==> config.mk <==
export PLATFORM = sky130hd
export DESIGN_NAME = mrse_ctrl
export DESIGN_NICKNAME = d
export VERILOG_FILES = /design/src/rtl/core/modbus_rtu_slave_engine_unit_assert.svh /design/src/rtl/core/mrse_pkg.sv /design/src/rtl/core/mrse_ctrl.sv
export SDC_FILE = /design/constraint.sdc
export NUM_CORES = 1
export LEC_CHECK = 0
export BUFFER_PORTS_ARGS = -buffer_cell sky130_fd_sc_hd__buf_2
export CAP_MARGIN = 15
export CELL_PAD_IN_SITES_DETAIL_PLACEMENT = 0
export CELL_PAD_IN_SITES_GLOBAL_PLACEMENT = 1
export CORE_ASPECT_RATIO = 1.2
export CORE_MARGIN = 5
export CORE_UTILIZATION = 28
export CTS_CLUSTER_DIAMETER = 40
export DETAILED_ROUTE_END_ITERATION = 8
export MAX_ROUTING_LAYER = met4
export PLACE_DENSITY_LB_ADDON = 0.12
export RECOVER_POWER = 100
export SLEW_MARGIN = 20
export SYNTH_ARGS = -nofsm -noshare
export SYNTH_HDL_FRONTEND = slang
export SYNTH_SLANG_ARGS = --single-unit
==> constraint.sdc <==
create_clock -name clock -period 1.47 [get_ports clock]
set_input_delay 0.147 -clock clock [delete_from_list [all_inputs] [get_ports clock]]
set_output_delay 0.147 -clock clock [all_outputs]
set_load 0.01 [all_outputs]
==> src/rtl/core/modbus_rtu_slave_engine_unit_assert.svh <==
// Assertion macros for the Modbus RTU slave engine.
// Used by the top level only; needs no package.
`ifndef MODBUS_RTU_SLAVE_ENGINE_UNIT_ASSERT_SVH
`define MODBUS_RTU_SLAVE_ENGINE_UNIT_ASSERT_SVH

// Same-cycle implication.
`define MRSE_ASSERT_NOW(label, clk, rst, ante, cons) \
   label: assert property (@(posedge clk) disable iff (rst) (ante) |-> (cons)) \
      else $error("mrse assertion failed");

// Next-cycle implication.
`define MRSE_ASSERT_NEXT(label, clk, rst, ante, cons) \
   label: assert property (@(posedge clk) disable iff (rst) (ante) |=> (cons)) \
      else $error("mrse assertion failed");

`endif

==> src/rtl/core/mrse_pkg.sv <==
// Shared types, codes and the CRC-16 byte step for the Modbus RTU slave engine.
// No dependencies.
package mrse_pkg;

   localparam int RX_DEPTH_DEF   = 256;
   localparam int TABLE_DEPTH    = 1024;
   localparam int TABLE_AW       = $clog2(TABLE_DEPTH);
   localparam int MAX_READ_WORDS = 29;

   localparam logic [1:0] CMD_RX_BYTE = 2'd0;
   localparam logic [1:0] CMD_TICK    = 2'd1;
   localparam logic [1:0] CMD_LWRITE  = 2'd2;
   localparam logic [1:0] CMD_LREAD   = 2'd3;

   localparam logic [2:0] FS_REPLIED    = 3'd0;
   localparam logic [2:0] FS_NO_REPLY   = 3'd1;
   localparam logic [2:0] FS_BAD_FUNC   = 3'd2;
   localparam logic [2:0] FS_CRC        = 3'd3;
   localparam logic [2:0] FS_OTHER_ADDR = 3'd4;
   localparam logic [2:0] FS_OVERLEN    = 3'd5;
   localparam logic [2:0] FS_READ_LARGE = 3'd6;

   localparam logic [7:0] FN_READ_COILS  = 8'd1;
   localparam logic [7:0] FN_READ_HOLD   = 8'd3;
   localparam logic [7:0] FN_WRITE_ONE   = 8'd6;
   localparam logic [7:0] FN_WRITE_MULTI = 8'd16;

   localparam logic [15:0] W16_LIMIT = 16'd90;
   localparam logic [15:0] TF_FIRST  = 16'd10;
   localparam logic [15:0] TF_LAST   = 16'd16;
   localparam logic [15:0] TF_BIAS   = 16'd9;

   localparam logic [15:0] CRC_INIT = 16'hFFFF;
   localparam logic [15:0] CRC_POLY = 16'hA001;

   localparam logic [7:0] SLAVE_ADDR_RESET = 8'd2;
   localparam logic [9:0] SILENCE_RESET    = 10'd4;

   localparam int   CSR_AW          = 3;
   localparam logic CSR_IDX_SLAVE   = 1'b0;
   localparam logic CSR_IDX_SILENCE = 1'b1;

   typedef struct packed {
      logic [1:0]  command;
      logic [7:0]  rx_byte;
      logic [9:0]  table_index;
      logic [15:0] table_value;
   } req_type;

   typedef struct packed {
      logic [7:0]  tx_byte;
      logic        byte_valid;
      logic        last_of_run;
      logic [2:0]  frame_status;
      logic [2:0]  time_field;
      logic [15:0] table_word;
   } rsp_type;

   typedef enum logic [4:0] {
      ST_CLEAR,
      ST_IDLE,
      ST_LREAD,
      ST_LEMIT,
      ST_SCAN_RD,
      ST_SCAN_USE,
      ST_DECIDE,
      ST_REFUSE,
      ST_WR6,
      ST_W16_RDH,
      ST_W16_HI,
      ST_W16_LO,
      ST_TX_HDR,
      ST_TX_RD,
      ST_TX_WHI,
      ST_TX_WLO,
      ST_TX_CRCL,
      ST_TX_CRCH
   } state_type;

   typedef enum logic [2:0] {
      OS_REFUSE,
      OS_LOCAL,
      OS_HDR,
      OS_WHI,
      OS_WLO,
      OS_CRCL,
      OS_CRCH
   } osel_type;

   typedef enum logic [1:0] {
      DEC_REFUSE,
      DEC_READ,
      DEC_WR6,
      DEC_WR16
   } dec_type;

   typedef struct packed {
      logic     accept;
      logic     clr_step;
      logic     scan_init;
      logic     scan_rd;
      logic     scan_use;
      logic     decide;
      logic     w6;
      logic     w16_rdh;
      logic     w16_hi;
      logic     w16_lo;
      logic     tbl_local;
      logic     emit;
      osel_type osel;
      logic     frame_end;
   } ctl_cmd_type;

   typedef struct packed {
      logic    clr_done;
      logic    req_lread;
      logic    tick_fire;
      logic    overflow;
      logic    scan_end;
      dec_type dec;
      logic    hdr_last;
      logic    need_words;
      logic    w16_done;
   } ctl_sts_type;

   function automatic logic [15:0] crc_byte(input logic [15:0] crc, input logic [7:0] data);
      logic [15:0] c;
      c = crc ^ {8'h00, data};
      for (int b = 0; b < 8; b++) begin
         c = c[0] ? ((c >> 1) ^ CRC_POLY) : (c >> 1);
      end
      return c;
   endfunction

endpackage

==> src/rtl/core/mrse_ctrl.sv <==
// Controller state machine: sequences accept, frame scan, table writes and reply.
// Depends on mrse_pkg.
module mrse_ctrl (
   input  logic                  clock,
   input  logic                  reset,
   input  logic                  req_valid,
   output logic                  req_stall,
   input  logic                  out_free,
   input  mrse_pkg::ctl_sts_type sts,
   output mrse_pkg::ctl_cmd_type cmd
);
   import mrse_pkg::*;

   state_type state_ff, state_in;

   always_comb begin
      state_in = state_ff;
      unique case (state_ff)
         ST_CLEAR:    if (sts.clr_done) state_in = ST_IDLE;
         ST_IDLE: begin
            if (req_valid && sts.req_lread) begin
               state_in = ST_LREAD;
            end else if (req_valid && sts.tick_fire) begin
               state_in = ST_SCAN_RD;
            end
         end
         ST_LREAD:    state_in = ST_LEMIT;
         ST_LEMIT:    if (out_free) state_in = ST_IDLE;
         ST_SCAN_RD:  state_in = (sts.scan_end || sts.overflow) ? ST_DECIDE : ST_SCAN_USE;
         ST_SCAN_USE: state_in = ST_SCAN_RD;
         ST_DECIDE: begin
            unique case (sts.dec)
               DEC_READ: state_in = ST_TX_HDR;
               DEC_WR6:  state_in = ST_WR6;
               DEC_WR16: state_in = ST_W16_RDH;
               default:  state_in = ST_REFUSE;
            endcase
         end
         ST_REFUSE:   if (out_free) state_in = ST_IDLE;
         ST_WR6:      state_in = ST_TX_HDR;
         ST_W16_RDH:  state_in = sts.w16_done ? ST_TX_HDR : ST_W16_HI;
         ST_W16_HI:   state_in = ST_W16_LO;
         ST_W16_LO:   state_in = ST_W16_RDH;
         ST_TX_HDR:   if (out_free && sts.hdr_last) state_in = ST_TX_RD;
         ST_TX_RD:    state_in = sts.need_words ? ST_TX_WHI : ST_TX_CRCL;
         ST_TX_WHI:   if (out_free) state_in = ST_TX_WLO;
         ST_TX_WLO:   if (out_free) state_in = ST_TX_RD;
         ST_TX_CRCL:  if (out_free) state_in = ST_TX_CRCH;
         ST_TX_CRCH:  if (out_free) state_in = ST_IDLE;
         default:     state_in = ST_IDLE;
      endcase
   end

   always_comb begin
      cmd = '0;
      unique case (state_ff)
         ST_CLEAR:    cmd.clr_step = 1'b1;
         ST_IDLE: begin
            cmd.accept    = req_valid;
            cmd.scan_init = 1'b1;
         end
         ST_LREAD:    cmd.tbl_local = 1'b1;
         ST_LEMIT: begin
            cmd.tbl_local = 1'b1;
            cmd.emit      = 1'b1;
            cmd.osel      = OS_LOCAL;
         end
         ST_SCAN_RD:  cmd.scan_rd = 1'b1;
         ST_SCAN_USE: cmd.scan_use = 1'b1;
         ST_DECIDE:   cmd.decide = 1'b1;
         ST_REFUSE: begin
            cmd.emit      = 1'b1;
            cmd.osel      = OS_REFUSE;
            cmd.frame_end = 1'b1;
         end
         ST_WR6:      cmd.w6 = 1'b1;
         ST_W16_RDH:  cmd.w16_rdh = !sts.w16_done;
         ST_W16_HI:   cmd.w16_hi = 1'b1;
         ST_W16_LO:   cmd.w16_lo = 1'b1;
         ST_TX_HDR: begin
            cmd.emit = 1'b1;
            cmd.osel = OS_HDR;
         end
         ST_TX_RD:    cmd.emit = 1'b0;
         ST_TX_WHI: begin
            cmd.emit = 1'b1;
            cmd.osel = OS_WHI;
         end
         ST_TX_WLO: begin
            cmd.emit = 1'b1;
            cmd.osel = OS_WLO;
         end
         ST_TX_CRCL: begin
            cmd.emit = 1'b1;
            cmd.osel = OS_CRCL;
         end
         ST_TX_CRCH: begin
            cmd.emit      = 1'b1;
            cmd.osel      = OS_CRCH;
            cmd.frame_end = 1'b1;
         end
         default:     cmd = '0;
      endcase
   end

   assign req_stall = (state_ff != ST_IDLE);

   always_ff @(posedge clock) begin
      if (reset) begin
         state_ff <= ST_CLEAR;
      end else begin
         state_ff <= state_in;
      end
   end
endmodule

==> flow_summary_export.csv <==
group,metric,value,unit
yosys,syn_inst,111,
layout,final_core_util,57.6,%
timing,fin_worst_skew,0.00844,ns
worst_setup_path,crit_required,1.32,ns
worst_setup_path,worst_r2r_endpoint,"state_ff[2]",
timing,setup_ws,-0.271,ns
timing,worstMarginPinSlew,0.423,ns
yosys,synth_nets,127,
worst_setup_path,crit_arrival,1.59,ns
timing,rsz0062_at_grt,"yes",
global_route,grt_max_degree,11,
cts,cts_sinks,5,
global_route,grt_pass1_wl,4850,um
cts,cts.path.max_buffers,2,
die,start_util,29.1,%
layout,drive_gt1_share,63.8,%
worst_setup_path,worstPathMaxFanout,3,
yosys,ys.warnings.count,0,
hold_path,min_path_cells,2,
layout,largest_reg_flops,5,
place,post-dp-hpwl,2150,um
layout,diodes,0,
cts,cts_buffers,3,
hold_path,hp-start,"reset",
place,dp.cells,191,
status,violations,"negative setup slack",
yosys,synth_edf_count,0,
layout,largest_register,"state_ff",
die,die_area,0.00379,mm^2
worst_setup_path,r2r-start,"state_ff[1]",
yosys,ys_top_cells_by_count,"nor2_1 (17), a21oi_1 (8), nand2_1 (7), o21ai_0 (7), nor2b_1 (6)",
timing,fin_crit,1.74,ns
global_route,grt_pass1_vias,1074,
cts,h-tree-depth,1,
yosys,synth_ff_type,"dfxtp_1",
routing,drt_first_iter_violations,37,
global_route,antenna_found_initial,0,
yosys,synth-seq-cells,5,
yosys,synth_top_area_share,13.5,%
global_route,grt_overflow,0,
place,gp_congestion,0.914,
pwr,ir_worst_vdd,0.000746,V
cts,cts_tree,"yes",
yosys,yosysMostFrequentCell,"nor2_1",
pwr,power.leakage,0.655,nW
yosys,synthArstFlopShare,0,%
worst_setup_path,worstSetupPathType,"flop to output pin",
global_route,grt_use_total,16.6,%
yosys,yosysSeqAreaShare,13.5,%
hold_path,min_path_type,"primary input to flop",
yosys,yosysTopAreaCell,"dfxtp_1",
timing,hold_viol,0,
hold_path,min_to,"state_ff[2]",
layout,area_growth,98.0,%
layout,nNetsFinal,191,
die,die_h,66.4,um
yosys,synth_area_leaders,"dfxtp_1 (13%), nor2_1 (8.6%), a21oi_1 (5.4%), nor2b_1 (5.1%), o21ai_0 (4.7%)",
timing,final-setup-viol-count,21,
timing,finalMaxSlewViolations,0,
die,num_rows,20,
routing,detail_route.wl_per_cell,14.6,um
layout,fin_cells,207,
timing,slew_headroom,71.5,%
worst_setup_path,cp-start-kind,"flop",
worst_setup_path,r2r_setup_slack,-0.17,ns
routing,firstDrtPassIters,4,
die,core_area,0.00255,mm^2
timing,hold_slack,0.150,ns
routing,viasPerCell,5.12,
yosys,yosys.cell_types.count,44,
place,port_buffers,30,
status,outcome,"finished, violations left",
routing,wl,3030,um
timing,fmax,574,MHz
cts,ctsHoldBuffers,0,
cts,insertion_delay,0.25,ns
yosys,syn_area_per_cell,6.70,um^2
die,die_w,57.0,um
run,cap_violations,0,
timing,timing.final.crit_share,118,%
die,pin_count,31,
routing,vias,1059,
cts,clkTransAtPathRegs,0.05,ns
layout,top_regs,"state_ff: 5 flops",
routing,route.detailed.drc,0,
pwr,power.density,1780,mW/mm^2
routing,ant_nets,0,
cts,cts-root-buf,"clkbuf_4",
worst_setup_path,endpoint_kind,"output pin",
worst_setup_path,rr_worst_depth,6,
yosys,syn-cell-area,743,um^2
==> layout make-up <==
type                    count  area, um^2
clock buffers               4        26.3
fillers                   251        1080
inverters                   4        15.0
multi-input cells          93         736
flip-flops and latches      5         116
well taps                  33        41.3
repair buffers             68         537
==> cell usage in the layout, fill, tap and decap left out, types with 3 or more instances in the layout <==
cell	n
a21oi_2	4
a21oi_1	4
buf_4	24
nor2_4	4
nor2_1	10
nor3b_1	3
nor2_2	4
buf_12	3
nor2b_1	4
dfxtp_4	4
buf_6	13
clkbuf_4	3
nand2_1	6
nor3_2	3
inv_1	4
o21ai_0	6
buf_2	27
==> cell families after synthesis <==
family | after synthesis | synth area share [%]
simple gates | 57 | 43.8
compound gates | 34 | 30.5
buf+inv | 13 | 8.92
flops | 5 | 13.5
fa+ha+maj | 2 | 3.37
==> worst max-delay path by stage <==
stage / cells past startpoint / endpoint / slack [ns] / start
6_report: 5 / cmd[15] / -0.27 / state_ff[1]
5_1_grt: 5 / cmd[15] / -0.33 / state_ff[1]
4_1_cts: 5 / cmd[15] / -0.27 / state_ff[1]
3_5_place_dp: 5 / state_ff[1] / -0.18 / state_ff[2]
3_3_place_gp: 5 / state_ff[1] / -0.16 / state_ff[3]
2_1_floorplan: 6 / state_ff[0] / -0.09 / state_ff[1]
==> power breakdown <==
group          switching [mW]  leakage [nW]  internal (mW)
combinational            1.00         0.595           1.20
clock                  0.0614        0.0150          0.103
sequential             0.0629        0.0442          0.196
==> per-stage QoR <==
| stage | setup TNS, ns | setup slack, ns | area, um^2 | power [mW] |
|---|---|---|---|---|
| after floorplan | -0.332 | -0.0934 | 743 | 1.09 |
| after global placement | -0.756 | -0.163 | 1090 | 1.64 |
| after detailed placement | -0.866 | -0.180 | 1090 | 1.64 |
| after CTS | -2.52 | -0.265 | 1380 | 2.36 |
| after global routing | -3.85 | -0.328 | 1470 | 2.79 |
| final | -2.72 | -0.271 | 1470 | 2.62 |
==> worst max-delay path, stage by stage, from the launching register on <==
cell and delay [ns]:
dfxtp_4 0.35, or4b_4 0.56, nor2_4 0.11, buf_6 0.10, and2_1 0.10, buf_2 0.12
==> repair_timing <==
action	CTS	global route
pin swaps	9	3
gates resized for setup	43	22
hold endpoints to repair	0	0
setup endpoints to repair	21	22
setup buffers	10	2
==> routing by layer <==
metal  up-vias  track usage [%]  share of wire (%)
met2        33             30.7                 55
met4         0             5.51               0.36
met3         2             2.54                3.9
met1       495             18.0                 41
met5         -                -                  0
li1        529                -                  -
Note: power is estimated with default switching activity, not from simulation.
